`src/rtl/assert_macros.svh`:
```
// assertion macros shared by the parser rtl
// no dependencies; assertions drop out when SYNTH is defined
`ifndef ASSERT_MACROS_SVH
`define ASSERT_MACROS_SVH

`ifndef SYNTH

// same-cycle implication under synchronous active-low reset
`define ASSERT_IMP(label, clk, rst_n, ante, cons) \
    label: assert property (@(posedge clk) disable iff (!rst_n) (ante) |-> (cons)) \
        else $error("assertion failed: same-cycle implication");

// next-cycle implication under synchronous active-low reset
`define ASSERT_NXT(label, clk, rst_n, ante, cons) \
    label: assert property (@(posedge clk) disable iff (!rst_n) (ante) |=> (cons)) \
        else $error("assertion failed: next-cycle implication");

`else

`define ASSERT_IMP(label, clk, rst_n, ante, cons)
`define ASSERT_NXT(label, clk, rst_n, ante, cons)

`endif

`endif

```
`src/rtl/vsrp_pkg.sv`:
```
// shared types, codes and constants of the varint sensor record parser
// no dependencies
package vsrp_pkg;

    // default limit on the number of sub-readings
    localparam int unsigned C_MAX_SUBS = 16;

    // result queue geometry
    localparam int C_FIFO_DEPTH = 4;
    localparam int C_FIFO_AW    = $clog2(C_FIFO_DEPTH);
    localparam int C_FIFO_CW    = $clog2(C_FIFO_DEPTH + 1);

    // record fields, also the parser phase
    typedef enum logic [3:0] {
        TAG_ID     = 4'd0,
        TAG_TIME   = 4'd1,
        TAG_TEMP   = 4'd2,
        TAG_HUMID  = 4'd3,
        TAG_PRESS  = 4'd4,
        TAG_BATT   = 4'd5,
        TAG_STATUS = 4'd6,
        TAG_COUNT  = 4'd7,
        TAG_SUB    = 4'd8
    } t_tag;

    // error codes
    typedef enum logic [2:0] {
        ERR_OK       = 3'd0,
        ERR_TOO_LONG = 3'd1,
        ERR_RANGE    = 3'd2,
        ERR_COUNT    = 3'd3,
        ERR_TRUNC    = 3'd4
    } t_err;

    // one result word
    typedef struct packed {
        t_tag        tag;
        logic [3:0]  idx;
        logic [63:0] value;
        t_err        err;
        logic        last;
    } t_result;

    // results produced by one input word, packed from res0 upwards
    typedef struct packed {
        logic    valid0;
        logic    valid1;
        t_result res0;
        t_result res1;
    } t_emit;

    // result queue status
    typedef struct packed {
        logic [C_FIFO_CW-1:0] count;
        logic                 room;
    } t_fifo_stat;

    // maximum varint length in bytes for each field
    function automatic logic [3:0] f_byte_limit(input t_tag tag);
        logic [3:0] lim;
        unique case (tag)
            TAG_ID, TAG_HUMID, TAG_BATT, TAG_SUB: lim = 4'd3;
            TAG_TIME, TAG_COUNT:                  lim = 4'd10;
            TAG_TEMP, TAG_PRESS, TAG_STATUS:      lim = 4'd5;
            default:                              lim = 4'd3;
        endcase
        return lim;
    endfunction

endpackage

```
`src/rtl/vsrp_core.sv`:
```
// parser state and per-byte decode: varint assembly, range checks, zigzag
// depends on vsrp_pkg
module vsrp_core import vsrp_pkg::*; #(
    parameter int unsigned MAX_SUBS = C_MAX_SUBS
) (
    input  logic       i_clk,
    input  logic       i_rst_n,
    input  logic       i_fire,
    input  logic [7:0] i_data_byte,
    input  logic       i_frame_end,
    output t_emit      o_emit,
    output logic       o_halted
);

    localparam int POS_W = $clog2(MAX_SUBS + 1);

    t_tag             r_phase,  n_phase;
    logic [63:0]      r_acc,    n_acc;
    logic [3:0]       r_bcnt,   n_bcnt;
    logic [POS_W-1:0] r_total,  n_total;
    logic [POS_W-1:0] r_pos,    n_pos;
    logic             r_halted, n_halted;

    logic [6:0]       w_shamt;
    logic [63:0]      w_acc_new;
    logic [3:0]       w_cnt1;
    logic [31:0]      w_zz32;
    logic [15:0]      w_zz16;
    logic [63:0]      w_val;
    t_err             w_err;
    logic             w_done;
    t_tag             w_nph;
    logic [POS_W-1:0] w_npos;

    // build a result word; the index shows only on sub-readings
    function automatic t_result f_mk(input t_tag tag, input logic [POS_W-1:0] pos,
                                     input logic [63:0] value, input t_err err,
                                     input logic last);
        t_result r;
        r.tag   = tag;
        r.idx   = (tag == TAG_SUB) ? 4'(pos) : 4'd0;
        r.value = value;
        r.err   = err;
        r.last  = last;
        return r;
    endfunction

    // gather seven data bits at position 7 * byte count, bits past 63 dropped
    assign w_shamt   = {r_bcnt, 3'b000} - 7'(r_bcnt);
    assign w_acc_new = r_acc | (64'(i_data_byte[6:0]) << w_shamt);
    assign w_cnt1    = r_bcnt + 4'd1;

    // zigzag decode of the low bits only
    assign w_zz32 = w_acc_new[32:1] ^ {32{w_acc_new[0]}};
    assign w_zz16 = w_acc_new[16:1] ^ {16{w_acc_new[0]}};

    // field value and range check of a completed varint
    always_comb begin
        w_err = ERR_OK;
        w_val = w_acc_new;
        unique case (r_phase)
            TAG_ID, TAG_HUMID, TAG_BATT: begin
                if (w_acc_new[63:16] != '0) w_err = ERR_RANGE;
            end
            TAG_TEMP:   w_val = {{32{w_zz32[31]}}, w_zz32};
            TAG_PRESS: begin
                if (w_acc_new[63:32] != '0) w_err = ERR_RANGE;
            end
            TAG_STATUS: begin
                if (w_acc_new[63:2] != '0) w_err = ERR_RANGE;
            end
            TAG_COUNT: begin
                if (w_acc_new > 64'(MAX_SUBS)) w_err = ERR_COUNT;
            end
            TAG_SUB:    w_val = {{48{w_zz16[15]}}, w_zz16};
            default:    ;
        endcase
    end

    // next field and sub-reading position after a good varint
    always_comb begin
        w_done = 1'b0;
        w_nph  = r_phase;
        w_npos = r_pos;
        priority if (r_phase == TAG_COUNT) begin
            w_npos = '0;
            if (w_acc_new == 64'd0) w_done = 1'b1;
            else                    w_nph  = TAG_SUB;
        end else if (r_phase == TAG_SUB) begin
            w_npos = r_pos + POS_W'(1);
            if (w_npos >= r_total) w_done = 1'b1;
        end else begin
            w_nph = t_tag'(r_phase + 4'd1);
        end
    end

    // next state and results of one byte
    always_comb begin
        n_phase  = r_phase;
        n_acc    = r_acc;
        n_bcnt   = r_bcnt;
        n_total  = r_total;
        n_pos    = r_pos;
        n_halted = r_halted;
        o_emit   = '0;
        if (i_fire) begin
            if (!r_halted) begin
                if (i_data_byte[7]) begin
                    // continuation byte
                    priority if (w_cnt1 >= f_byte_limit(r_phase)) begin
                        o_emit.valid0 = 1'b1;
                        o_emit.res0   = f_mk(r_phase, r_pos, 64'd0, ERR_TOO_LONG, 1'b1);
                        n_halted      = 1'b1;
                    end else if (i_frame_end) begin
                        o_emit.valid0 = 1'b1;
                        o_emit.res0   = f_mk(r_phase, r_pos, 64'd0, ERR_TRUNC, 1'b1);
                        n_halted      = 1'b1;
                    end else begin
                        n_acc  = w_acc_new;
                        n_bcnt = w_cnt1;
                    end
                end else begin
                    // final byte of a varint
                    n_acc         = '0;
                    n_bcnt        = '0;
                    o_emit.valid0 = 1'b1;
                    if (w_err != ERR_OK) begin
                        o_emit.res0 = f_mk(r_phase, r_pos, 64'd0, w_err, 1'b1);
                        n_halted    = 1'b1;
                    end else begin
                        o_emit.res0 = f_mk(r_phase, r_pos, w_val, ERR_OK, w_done);
                        n_phase     = w_nph;
                        n_pos       = w_npos;
                        if (r_phase == TAG_COUNT) n_total = w_acc_new[POS_W-1:0];
                        if (w_done) begin
                            n_halted = 1'b1;
                        end else if (i_frame_end) begin
                            o_emit.valid1 = 1'b1;
                            o_emit.res1   = f_mk(w_nph, w_npos, 64'd0, ERR_TRUNC, 1'b1);
                            n_halted      = 1'b1;
                        end
                    end
                end
            end
            // end of message returns everything to the start
            if (i_frame_end) begin
                n_phase  = TAG_ID;
                n_acc    = '0;
                n_bcnt   = '0;
                n_total  = '0;
                n_pos    = '0;
                n_halted = 1'b0;
            end
        end
    end

    // parser state
    always_ff @(posedge i_clk) begin
        if (!i_rst_n) begin
            r_phase  <= TAG_ID;
            r_acc    <= '0;
            r_bcnt   <= '0;
            r_total  <= '0;
            r_pos    <= '0;
            r_halted <= 1'b0;
        end else begin
            r_phase  <= n_phase;
            r_acc    <= n_acc;
            r_bcnt   <= n_bcnt;
            r_total  <= n_total;
            r_pos    <= n_pos;
            r_halted <= n_halted;
        end
    end

    assign o_halted = r_halted;

endmodule

```
`src/rtl/vsrp_res_fifo.sv`:
```
// result queue: takes up to two result words a cycle, gives one
// depends on vsrp_pkg
module vsrp_res_fifo import vsrp_pkg::*; (
    input  logic       i_clk,
    input  logic       i_rst_n,
    input  t_emit      i_emit,
    input  logic       i_pop,
    output t_result    o_head,
    output t_fifo_stat o_stat
);

    t_result              r_mem [C_FIFO_DEPTH];
    logic [C_FIFO_AW-1:0] r_wr,    n_wr;
    logic [C_FIFO_AW-1:0] r_rd,    n_rd;
    logic [C_FIFO_CW-1:0] r_count, n_count;
    logic [C_FIFO_CW-1:0] w_npush;

    // pointer and fill bookkeeping
    always_comb begin
        w_npush = C_FIFO_CW'(i_emit.valid0) + C_FIFO_CW'(i_emit.valid1);
        n_wr    = r_wr + C_FIFO_AW'(w_npush);
        n_rd    = r_rd + C_FIFO_AW'(i_pop);
        n_count = r_count + w_npush - C_FIFO_CW'(i_pop);
    end

    always_ff @(posedge i_clk) begin
        if (!i_rst_n) begin
            r_wr    <= '0;
            r_rd    <= '0;
            r_count <= '0;
        end else begin
            r_wr    <= n_wr;
            r_rd    <= n_rd;
            r_count <= n_count;
        end
    end

    // storage, second word goes in the slot after the first
    always_ff @(posedge i_clk) begin
        if (i_emit.valid0) r_mem[r_wr] <= i_emit.res0;
        if (i_emit.valid1) r_mem[r_wr + C_FIFO_AW'(1)] <= i_emit.res1;
    end

    assign o_head       = r_mem[r_rd];
    assign o_stat.count = r_count;
    assign o_stat.room  = (r_count <= C_FIFO_CW'(C_FIFO_DEPTH - 2));

endmodule

```
`src/rtl/varint_sensor_record_parser.sv`:
```
// top level of the varint sensor record parser: input register, core, result queue
// depends on vsrp_pkg, vsrp_core, vsrp_res_fifo and assert_macros.svh
//
// Parses a message of LEB128 varints, one byte per word, into sensor record
// fields and reports each field as a result word as soon as its last byte is
// seen; errors and an early frame end close the message with last set, and
// bytes after that are dropped until frame end. A byte is taken every cycle
// unless the input stalls: it is held in the input register, is decoded in a
// single pass by the core and lands in a four-entry result queue. The queue
// drains one word a cycle while the output is not stalled, which sets the
// sustained rate: one byte a cycle; a byte that ends a message early just as
// a field completes gives two result words. The input stalls only when
// the queue cannot take two more words.
`include "assert_macros.svh"

module varint_sensor_record_parser import vsrp_pkg::*; #(
    parameter int unsigned MAX_SUBS = C_MAX_SUBS
) (
    input  logic        i_clk,
    input  logic        i_rst_n,
    input  logic        i_in_valid,
    output logic        o_in_stall,
    input  logic [7:0]  i_data_byte,
    input  logic        i_frame_end,
    output logic        o_out_valid,
    input  logic        i_out_stall,
    output logic [3:0]  o_field_tag,
    output logic [3:0]  o_sub_index,
    output logic [63:0] o_value,
    output logic [2:0]  o_error_code,
    output logic        o_last
);

    logic       r_in_valid;
    logic [7:0] r_in_byte;
    logic       r_in_fend;

    logic       w_load;
    logic       w_fire;
    logic       w_pop;
    logic       w_halted;
    t_emit      w_emit;
    t_result    w_head;
    t_fifo_stat w_fifo_stat;

    // handshake
    assign w_fire      = r_in_valid && w_fifo_stat.room;
    assign o_in_stall  = r_in_valid && !w_fire;
    assign w_load      = i_in_valid && !o_in_stall;
    assign o_out_valid = (w_fifo_stat.count != '0);
    assign w_pop       = o_out_valid && !i_out_stall;

    // input register control
    always_ff @(posedge i_clk) begin
        if (!i_rst_n) begin
            r_in_valid <= 1'b0;
        end else if (w_load) begin
            r_in_valid <= 1'b1;
        end else if (w_fire) begin
            r_in_valid <= 1'b0;
        end
    end

    // input register payload
    always_ff @(posedge i_clk) begin
        if (w_load) begin
            r_in_byte <= i_data_byte;
            r_in_fend <= i_frame_end;
        end
    end

    vsrp_core #(
        .MAX_SUBS (MAX_SUBS)
    ) u_core (
        .i_clk       (i_clk),
        .i_rst_n     (i_rst_n),
        .i_fire      (w_fire),
        .i_data_byte (r_in_byte),
        .i_frame_end (r_in_fend),
        .o_emit      (w_emit),
        .o_halted    (w_halted)
    );

    vsrp_res_fifo u_fifo (
        .i_clk   (i_clk),
        .i_rst_n (i_rst_n),
        .i_emit  (w_emit),
        .i_pop   (w_pop),
        .o_head  (w_head),
        .o_stat  (w_fifo_stat)
    );

    // result word fields
    assign o_field_tag  = w_head.tag;
    assign o_sub_index  = w_head.idx;
    assign o_value      = w_head.value;
    assign o_error_code = w_head.err;
    assign o_last       = w_head.last;

    // checks
    `ASSERT_IMP(a_no_overflow, i_clk, i_rst_n, 1'b1, w_fifo_stat.count <= C_FIFO_CW'(C_FIFO_DEPTH))
    `ASSERT_IMP(a_halt_quiet, i_clk, i_rst_n, w_fire && w_halted, !w_emit.valid0)
    `ASSERT_NXT(a_last_halts, i_clk, i_rst_n, w_fire && !r_in_fend && w_emit.valid0 && w_emit.res0.last, w_halted)
    `ASSERT_IMP(a_pair_trunc, i_clk, i_rst_n, w_emit.valid1, w_emit.valid0 && (w_emit.res1.err == ERR_TRUNC) && w_emit.res1.last)

endmodule
```
`config.mk`:
```
export PLATFORM = sky130hd
export DESIGN_NAME = varint_sensor_record_parser
export DESIGN_NICKNAME = d
export VERILOG_FILES = /design/src/rtl/vsrp_pkg.sv /design/src/rtl/vsrp_core.sv /design/src/rtl/vsrp_res_fifo.sv /design/src/rtl/varint_sensor_record_parser.sv
export VERILOG_INCLUDE_DIRS = /design/src /design/src/rtl
export SDC_FILE = /design/constraint.sdc
export NUM_CORES = 1
export LEC_CHECK = 0
export BUFFER_PORTS_ARGS = -buffer_cell sky130_fd_sc_hd__buf_2
export CAP_MARGIN = 25
export CORE_MARGIN = 4
export CORE_UTILIZATION = 45
export CTS_CLUSTER_SIZE = 40
export DETAILED_ROUTE_END_ITERATION = 8
export GPL_TIMING_DRIVEN = 0
export PLACE_DENSITY = 0.66
export SLEW_MARGIN = 20
export SYNTH_ARGS = -nofsm -noshare
export SYNTH_HDL_FRONTEND = slang
export SYNTH_HIERARCHICAL = 1
export SYNTH_SLANG_ARGS = --single-unit
```
`constraint.sdc`:
```
create_clock -name i_clk -period 10.1 [get_ports i_clk]
set_clock_uncertainty 0.1 [all_clocks]
set_input_delay 1.01 -clock i_clk [delete_from_list [all_inputs] [get_ports i_clk]]
set_output_delay 1.01 -clock i_clk [all_outputs]
set_load 0.005 [all_outputs]
```
**Word level (Yosys, flattened, before mapping)**

Memories as Yosys holds them, arrays and structs flattened. A register that Yosys moved wholly into a read port is not among the register bits.
Cells that the tools add are included.

- Shift-type cells: 1
- Multiply operators: 0
- Multiplexer cells: 72
- Magnitude comparators: 4
- Bitwise gates (word level): 3
- Reductions and logical operators: 22
- Div/mod/pow operators: 0
- Add/subtract/negate cells: 10
- Equality and inequality tests: 12

Operator list:

| operator | count |
|---|---|
| 2-to-1 mux 76 bit | 7 |
| 2-to-1 mux 154 bit | 2 |
| 2-to-1 mux 64 bit | 4 |
| case mux 64 bit (2 select lines) | 1 |
| 2-to-1 mux 4 bit | 18 |
| 2-to-1 mux 68 bit | 1 |
| > comparator 64 x 5 -> 1 bit, second input constant | 1 |
| zero test 64 bit | 1 |
| OR 64 bit | 1 |
| << shifter 7 x 7 -> 64 bit | 1 |
| nonzero test 62 bit | 1 |
| 2-to-1 mux 5 bit | 11 |
| nonzero test 48 bit | 1 |
| nonzero test 32 bit | 1 |
| bitwise XOR 32 bit | 1 |
| 2-to-1 mux 1 bit | 22 |
| equality test 4 x 3 -> 1 bit, second input constant | 4 |
| bitwise XOR 16 bit | 1 |
| case mux 3 bit (4 select lines) | 1 |
| 2-to-1 mux 2 bit | 5 |
| AND reduction 5 bit | 2 |
| nonzero test 3 bit | 3 |
| adder 4 x 1 -> 4 bit, second input constant | 2 |
| equality test 4 x 2 -> 1 bit, second input constant | 2 |
| 22 further kinds | 30 |

- Register bits after elaboration: 100
- Memories: 2
- Logic and storage cells: 139
- Bits of input ports: 13
- Memory bits (read-only): 64
- Output and inout port bits: 78
- RAM bits: 304
- Latch bits: 0

Memory list:

| name | words | bits a word | rd ports | clocked after memory_dff | write ports | line | RTL |
|---|---|---|---|---|---|---|---|
| u_fifo.r_mem | 4 | 76 | 1 | 1 | 2 | vsrp_res_fifo.sv:12 | `t_result r_mem [C_FIFO_DEPTH];` |
| (name not given) | 16 | 4 | 1 | 1 | 0 | vsrp_pkg.sv:61 | `unique case (tag)` |

**Logic depth before layout (Yosys ltp)**

- Word-level depth: 17
- Depth in mapped cells: 29
- Mapped depth without buffers: 23

**By module**

Netlist, hierarchy kept.

Modules (own cells, without submodules):

| module | area an instance (um2) | times used | sequential area each (um2) | cells an instance |
|---|---|---|---|---|
| vsrp_res_fifo | 14995.6 | 1 | 9268.9 | 778 |
| vsrp_core | 7537.2 | 1 | 1741.7 | 1003 |
| varint_sensor_record_parser | 341.6 | 1 | 290.3 | 16 |

**Worst setup path before layout**

Ideal clock, no wire load.

- Path type: register -> register
- Start point: register u_core.r_bcnt[0]
- End point: memory u_fifo/r_mem[1][0] (netlist bit) (enable)
- Setup slack: 1.481 ns
- Path buffers: 5
- Cell stages (with the launch flop): 23
- Data arrival time: 8.008 ns
- Period minus slack after synthesis: 8.619 ns
- Setup time: 0.511 ns
- Required time: 9.489 ns
- Path through: dfxtp_1 > buf_6 > inv_1 > ha_1 > buf_2 > nor2_1 > nor4b_1 > o31ai_1 > nor2_1 > a31oi_1 > clkbuf_1 > buf_1 > ha_1 > nand2_1 > a31oi_1 > a21oi_1 > o21ai_0 > nand2_1 > or4b_4 > inv_1 > buf_4 > mux2i_1 > nor2_1

RTL lines:

| what | line | RTL |
|---|---|---|
| start, declared | vsrp_core.sv:19 | `logic [3:0] r_bcnt, n_bcnt;` |
| start signal, assigned | vsrp_core.sv:169 | `r_bcnt <= n_bcnt;` |
| end, declared | vsrp_res_fifo.sv:12 |  |

==> results.tsv <==
metric	value	unit
grt-ovfl-total	0	
cts_max_level	2	
ir_worst_vdd	0.116	mV
synthCells	1797	
critical_path.max_stage_delay	820	ps
clock_power_share	0.349	
synth_edf_count	313	
cp.depth	28	
cap_violations	0	
final_nets	2058	
postCtsSetupBuffers	0	
clk_latency	590	ps
required	10260	ps
cts_buffers	46	
finalHoldViolCount	0	
drt_iter0_markers	1412	
crit_path_top_delay_cell	o31ai_1	
avgSynthCellArea	12.7	um2
ant_nets	0	
cts_tree	built	
ys_seq_area_frac	0.494	
crit_buf_inv	13	
cp-start-kind	register	
async_flop_share	0	
die_area	54500	um2
cts_resized	0	
synth-seq-cells	408	
slew_headroom	0.240	
via_count	15800	
grt_max_degree	22	
die_h	233	um
grt_pass1_vias	16100	
arrival	9250	ps
rsz0062_at_grt	no	
ys_warn_count	6	
die_x	233	um
combPwrFrac	0.241	
core_area	50200	um2
drt_pass1_iterations	6	
synthFlopType	edfxtp_1	
num_io_pins	91	
cp-end-kind	register	
max_slew.worst_pin.slew	1140	ps
cellLeakagePower	9.93	nW
fillers	4300	
path_delay_family	buffers and inverters	
ys_types	87	
internal_power	3.38	mW
grt_first_pass_wirelength	96300	um
drc	0	
power_switching	1.32	mW
antenna_cells	0	
fin_crit_sh	0.899	
area_delta_synth_final	15.4	%
seqPwrFrac	0.409	
preCtsSetupSlack	1240	ps
clkTransAtPathRegs	60	ps
cts-root-buf	clkbuf_16	
synth_area	22900	um2
critPathKind	register to register	
min_period	9080	ps
wire_per_inst	23.1	um
setup_viol	0	
powerDensity	178	nW/um2
post-route-util	0.526	
ctsHoldBuffers	0	
portBuffers	90	
fmax	110	MHz
routed_via_density	5.81	
globalplace.congestion	0.958	
track_usage	0.231	
outcome	finished clean	
reg2regPathDepth	28	
whs	393	ps
placementRows	82	
clk_path_buf_depth	3	
cpMostUsedCell	buf_16	
antenna_found_initial	0	
cts.sinks	408	
drive_gt1_frac	0.330	
fin_ws	1020	ps
crit_fanout	19	
place_hpwl	44700	um
holdPathStages	2	
start_util	0.456	
hold_class	register to register	
routed_wl	63000	um
swShare	0.281	
slew_violations	0	
==> sequential cells by signal (all words and copies together), names as in the netlist, named ones only <==
register / cells
r_in_byte: 8
r_in_fend: 1
r_in_valid: 1
u_core/o_halted: 1
u_core/r_acc: 64
u_core/r_bcnt: 4
u_core/r_phase: 4
u_core/r_pos: 5
u_core/r_total: 5
u_fifo/r_count: 3
u_fifo/r_mem: 304
u_fifo/r_rd: 2
u_fifo/r_wr: 2
==> worst min-delay path, delay by kind of cell (launching register included) <==
kind               cells  cell delay [ps]
AOI/OAI and AO/OA      1               70
DFF                    1              320
and+or+nand+nor        1               60
==> cell type report <==
type	count	area, um2	share of cell area
sequential	408	11300	0.428
multi-input combinational	1229	10700	0.404
clock buffer	53	1200	0.0454
buffer	194	1130	0.0427
timing repair buffer	110	896	0.0339
tap	672	841	0.0319
clock inverter	28	260	0.00986
inverter	31	116	0.00441
==> cells by family (layout without fill, tap and decap cells) <==
| family | after synthesis | after routing | share of synthesized area |
|---|---|---|---|
| multiplexers | 401 | 401 | 0.237 |
| XOR/XNOR | 42 | 42 | 0.0189 |
| buffers and inverters | 225 | 416 | 0.0543 |
| adder cells (fa/ha/maj) | 26 | 26 | 0.0144 |
| AND/OR/NAND/NOR | 366 | 366 | 0.0866 |
| other | 1 | 66 | 0.000164 |
| AO/OA/AOI/OAI | 328 | 328 | 0.0947 |
| flip-flops | 408 | 408 | 0.494 |
==> cell usage after synthesis, types with 20 or more instances <==
| library cell | number | area (um2) |
|---|---|---|
| edfxtp_1 | 313 | 9400 |
| mux2_2 | 269 | 3030 |
| nand2_1 | 42 | 158 |
| a21oi_1 | 125 | 626 |
| xor2_1 | 30 | 263 |
| a22oi_1 | 35 | 263 |
| o21ai_0 | 20 | 100 |
| nor2_1 | 110 | 413 |
| and2_1 | 24 | 150 |
| clkbuf_1 | 65 | 244 |
| mux2_1 | 42 | 473 |
| nor3b_1 | 25 | 188 |
| buf_4 | 83 | 623 |
| buf_2 | 33 | 165 |
| nor2b_1 | 55 | 344 |
| a211oi_1 | 39 | 293 |
| inv_1 | 31 | 116 |
| dfxtp_1 | 95 | 1900 |
| mux4_2 | 81 | 1820 |
| ha_1 | 24 | 300 |
==> final timing paths <==
kind                                                      end                          start  slack (ps)
worst max register to register  u_fifo/r_mem[0][11]$_DFFE_PP_  u_core/r_bcnt[0]$_SDFFE_PN0P_        1020
worst min-delay path             u_core/r_pos[4]$_SDFFE_PN0P_   u_core/r_pos[4]$_SDFFE_PN0P_         390
worst max-delay path            u_fifo/r_mem[0][11]$_DFFE_PP_  u_core/r_bcnt[0]$_SDFFE_PN0P_        1020
worst min register to register   u_core/r_pos[4]$_SDFFE_PN0P_   u_core/r_pos[4]$_SDFFE_PN0P_         390
==> metrics by stage <==
stage               TNS (ps)  area [um2]  total power [mW]  std cells
floorplan                  0       23100              2.69       1862
global placement    -1107220       24400              3.08       2624
detailed placement         0       24900              3.10       2644
CTS                        0       26400              4.75       2725
global route               0       26400              4.91       2725
finish                     0       26400              4.71       2725
==> routing by layer <==
layer	up-vias	track usage	wire length, um	share of wire
li1	7242	-	-	-
met1	7870	0.314	26900	0.43
met2	595	0.376	29800	0.47
met3	125	0.0412	4000	0.064
met4	0	0.0746	2250	0.036
met5	-	0	0	0
==> placed cells by master (no fill, tap or decap), types with 55 or more instances in the layout <==
cell type	count
edfxtp_1	313
mux2_2	269
a21oi_1	125
buf_2	124
nor2_1	108
dfxtp_1	95
buf_4	85
mux4_2	81
clkbuf_1	71
conb_1	66
nor2b_1	55
==> power by group through the flow <==
stage	Clock, mW	Sequential, mW	Combinational [mW]
2_1_floorplan	0	1.97	0.721
3_3_place_gp	0	1.99	1.09
3_5_place_dp	0	1.96	1.14
4_1_cts	1.68	1.93	1.14
5_1_grt	1.75	1.93	1.23
6_report	1.64	1.93	1.14
Note: power is estimated with default switching activity, not from simulation.
